File: config.mk
export PLATFORM = sky130hd
export DESIGN_NAME = swal_cell
export DESIGN_NICKNAME = d
export VERILOG_FILES = /design/src/rtl/swal_pkg.sv /design/src/rtl/swal_cell.sv
export SDC_FILE = /design/constraint.sdc
export NUM_CORES = 1
export LEC_CHECK = 0
export BUFFER_PORTS_ARGS = -buffer_cell sky130_fd_sc_hd__buf_2
export CORE_ASPECT_RATIO = 0.7
export CORE_MARGIN = 1.5
export CORE_UTILIZATION = 43
export CTS_CLUSTER_DIAMETER = 200
export DETAILED_ROUTE_END_ITERATION = 6
export GPL_TIMING_DRIVEN = 1
export HOLD_SLACK_MARGIN = 0.15
export PLACE_DENSITY_LB_ADDON = 0.1
export SLEW_MARGIN = 20
export SYNTH_ARGS = -nofsm -noshare
export SYNTH_HDL_FRONTEND = slang
export SYNTH_SLANG_ARGS = --single-unit
File: constraint.sdc
create_clock -name i_clk -period 2.8 [get_ports i_clk]
set_input_delay 0.84 -clock i_clk [delete_from_list [all_inputs] [get_ports i_clk]]
set_output_delay 0.84 -clock i_clk [all_outputs]
set_load 0.05 [all_outputs]
File: src/rtl/swal_pkg.sv
// ----------------------------------------------------------------------------
// swal_pkg
// Shared types and constants for the sliding window access log.
// ----------------------------------------------------------------------------
`default_nettype none

package swal_pkg;

    localparam int DEFAULT_LOG_DEPTH  = 128;
    localparam int DEFAULT_STAMP_BITS = 32;

    localparam int KEY_W    = 8;
    localparam int WINDOW_W = 16;
    localparam int RESULT_W = 8;
    localparam int ADDR_W   = 3;
    localparam int DATA_W   = 32;
    localparam int CHUNK_W  = 8;

    localparam logic [WINDOW_W-1:0] WINDOW_RESET = 16'd7;

    // register index taken from paddr[ADDR_W-1:2]
    localparam logic [ADDR_W-3:0] REG_WINDOW = 1'b0;

    localparam logic OP_RECORD = 1'b0;
    localparam logic OP_QUERY  = 1'b1;

    typedef enum logic [1:0] {
        S_IDLE,
        S_EXPIRE,
        S_COUNT
    } t_state;

    // per-cell control: shift toward the oldest end, and/or take the new entry
    typedef struct packed {
        logic shift;
        logic load;
    } t_cell_ctl;

endpackage

`default_nettype wire

File: src/rtl/swal_cell.sv
// ----------------------------------------------------------------------------
// swal_cell
// One entry of the access log: valid flag, key and stamp, shifting toward
// the oldest end and comparing its key against the queried key.
// ----------------------------------------------------------------------------
`default_nettype none

module swal_cell #(
    parameter int STAMP_BITS = swal_pkg::DEFAULT_STAMP_BITS
) (
    input  wire logic                       i_clk,
    input  wire logic                       i_rst_n,
    input  wire swal_pkg::t_cell_ctl        i_ctl,
    input  wire logic                       i_next_valid,
    input  wire logic [swal_pkg::KEY_W-1:0] i_next_key,
    input  wire logic [STAMP_BITS-1:0]      i_next_stamp,
    input  wire logic [swal_pkg::KEY_W-1:0] i_new_key,
    input  wire logic [STAMP_BITS-1:0]      i_new_stamp,
    input  wire logic [swal_pkg::KEY_W-1:0] i_query_key,
    output logic                            o_valid,
    output logic [swal_pkg::KEY_W-1:0]      o_key,
    output logic [STAMP_BITS-1:0]           o_stamp,
    output logic                            o_match
);
    import swal_pkg::*;

    logic                  r_valid;
    logic [KEY_W-1:0]      r_key;
    logic [STAMP_BITS-1:0] r_stamp;

    always_ff @(posedge i_clk) begin
        if (!i_rst_n) begin
            r_valid <= 1'b0;
        end else if (i_ctl.load) begin
            r_valid <= 1'b1;
        end else if (i_ctl.shift) begin
            r_valid <= i_next_valid;
        end
    end

    always_ff @(posedge i_clk) begin
        if (i_ctl.load) begin
            r_key   <= i_new_key;
            r_stamp <= i_new_stamp;
        end else if (i_ctl.shift) begin
            r_key   <= i_next_key;
            r_stamp <= i_next_stamp;
        end
    end

    assign o_valid = r_valid;
    assign o_key   = r_key;
    assign o_stamp = r_stamp;
    assign o_match = r_valid && (r_key == i_query_key);

endmodule

`default_nettype wire

==> run_results.csv <==
group,metric,value,unit
clock_network,cts_hold_buf,0,
route,drtIter0Drc,46,
placement,routabilityCongestion,0.724,
cells_and_area,nFillCells,360,
clock_network,ctsHtreeMaxLevel,2,
synth,synth_top_cell_by_area,"edfxtp_1",
grt,antenna_found_initial,0,
power_and_ir_drop,peakVddDrop,0.000282,V
power_and_ir_drop,swShare,0.309,
route,drt-wirelength-per-cell,12.9,um
synth,ys_seq_elements,41,
cells_and_area,antennaDiodeCount,0,
power_and_ir_drop,finalPower,0.00171,W
clock_network,cts_resized,0,
worst_setup_path,start_kind,"input pin",
clock_network,clk_pin_slew_worst_paths,70,ps
worst_setup_path,crit_arrival,1610,ps
route,routed_wl,3.78,mm
sta,period_needed,2450,ps
power_and_ir_drop,p_int,0.00119,W
worst_setup_path,path_class,"in2out",
floorplanning,design.die.area,5130,um^2
sta,tns,0,ps
grt,overflow,0,
job,cap_viol_max_count,0,
route,ant_nets,0,
power_and_ir_drop,p_sw,0.000529,W
floorplanning,core-area,4430,um^2
route,firstDrtPassIters,6,
grt,grt_pass1_wl,5.31,mm
route,route.detailed.drc,8,
synth,yosys_warnings,0,
power_and_ir_drop,p_per_area,612,nW/um^2
sta,grt_setup_unrepaired,"false",
grt,track_usage,0.141,
clock_network,cts_num_sinks,41,
sta,max_slew.worst_pin.slew,900,ps
grt,first_global_vias,1226,
min_path,hold_path_class,"reg2reg",
placement,place_area,2690,um^2
power_and_ir_drop,p_leak,1.36,nW
synth,syn_area,2020,um^2
floorplanning,chipWidth,84.9,um
synth,synthTopCellsByArea,"edfxtp_1 59%, mux2_4 28%, buf_12 4.0%, xnor2_1 3.5%, mux2_2 1.7%",
placement,io_buffers,134,
sta,slew_violations,0,
cells_and_area,area_delta_synth_final,38.6,%
sta,maxSlewHeadroom,0.400,
status,violations,"DRC",
status,status,"finished with violations",
clock_network,clock_path_buffers,2,
cells_and_area,fin_nets,331,
floorplanning,row_count,20,
sta,finalHoldViolations,0,
sta,skew,0,ps
cells_and_area,design_area,2800,um^2
power_and_ir_drop,p_comb_frac,0.288,
floorplanning,initial_core_util,0.456,
floorplanning,io_pins,135,
clock_network,clkLatencyLatePin,280,ps
grt,grt_max_degree,42,
sta,setup_viol,0,
power_and_ir_drop,power_frac_seq,0.450,
synth,ys_types,13,
synth,synth_top_area_frac,0.594,
route,vias,1368,
cells_and_area,drive_gt1_frac,0.770,
worst_setup_path,endpoint_kind,"output pin",
worst_setup_path,crit_fanout,1,
power_and_ir_drop,p_clk_frac,0.262,
clock_network,numCtsBuffers,5,
synth,avgSynthCellArea,20.0,um^2
synth,ys_seq_area_frac,0.604,
route,avgViaCountPerCell,4.65,
floorplanning,die_h,60.4,um
sta,fmax,0.408,GHz
clock_network,cts_tree,"yes",
synth,syn_inst,101,
clock_network,root_buffer,"clkbuf_8",
clock_network,post_cts_buffers,0,
synth,syn_nets,194,
worst_setup_path,required,1960,ps
sta,timing.final.crit_share,0.876,
==> Yosys cell counts <==
master	count
xnor2_1	8
o21a_1	1
or2_2	1
buf_6	1
mux2_4	38
nand2_1	1
nand4_1	1
nand3_1	1
nor3_1	1
dfxtp_1	1
edfxtp_1	40
mux2_2	3
buf_12	4
==> cell type report <==
class	instances	area, um^2	area share
multi-input combinational	55	713	0.255
timing repair buffer	135	691	0.247
clock buffer	6	72.6	0.0259
clock inverter	2	33.8	0.0121
sequential	41	1220	0.436
tap	55	68.8	0.0246
==> worst max-delay path, stage by stage <==
cell and delay (ps):
buf_2 100, xnor2_1 140, nand3_1 110, nor3_2 140
buf_2 280
==> stage by stage <==
step	instances	hold slack (ps)	util	setup slack, ps
2_1_floorplan	101	957	-	214
3_3_place_gp	286	605	0.608	338
3_5_place_dp	286	612	0.608	340
4_1_cts	294	633	0.632	329
5_1_grt	294	674	0.632	244
6_report	294	616	0.632	346
==> state kept, by name, indices dropped and copies added, names as in the netlist <==
name and flops:
o_key 8, o_stamp 32, o_valid 1
==> power by group through the flow <==
stage	clock [W]	combinational, W	sequential [W]
after floorplan	0	0.000128	0.00103
after global placement	0	0.000491	0.000784
after detailed placement	0	0.000497	0.000786
after CTS	0.000464	0.000498	0.000773
after global routing	0.000488	0.000516	0.000778
final	0.000450	0.000494	0.000771
==> final timing paths <==
| path | startpoint | to | slack [ps] | cells after the start |
|---|---|---|---|---|
| hold / removal | o_valid | o_valid | 620 | 2 |
| hold reg to reg | o_valid | o_valid | 620 | 2 |
| setup / recovery | i_query_key[6] | o_match | 350 | 5 |
| setup reg to reg | o_valid | o_valid | 1970 | 2 |
==> metal layers <==
layer  GRT usage  vias to the layer above  wire, um
li1            -                      661         -
met1       0.145                      622      1350
met3      0.0667                        9       448
met2       0.249                       76      1910
met5           0                        -         0
met4      0.0773                        0        69
==> cell usage in the layout, fill, tap and decap left out <==
master / Yosys / layout
buf_12: 4 / 1
buf_2: 0 / 134
bufinv_16: 0 / 1
clkbuf_1: 0 / 1
clkbuf_8: 0 / 5
clkinv_1: 0 / 1
dfxtp_1: 1 / 1
edfxtp_1: 40 / 40
mux2_2: 3 / 3
mux2_4: 38 / 38
nand2_1: 1 / 1
nand3_1: 1 / 1
nand4_1: 1 / 1
nor3_2: 0 / 1
o21a_1: 1 / 1
or2_2: 1 / 1
xnor2_1: 8 / 8
==> cells by family (layout without fill, tap and decap cells) <==
kind of cell,count (synthesis),count (layout),share of synthesized area
muxes,41,41,0.299
DFF,41,41,0.604
xor gates and xnor gates,8,8,0.0347
and+or+nand+nor,5,5,0.0130
buffers and inverters,5,143,0.0452
AOI/OAI and AO/OA,1,1,0.00372
Power figures use the tool's default switching activity.
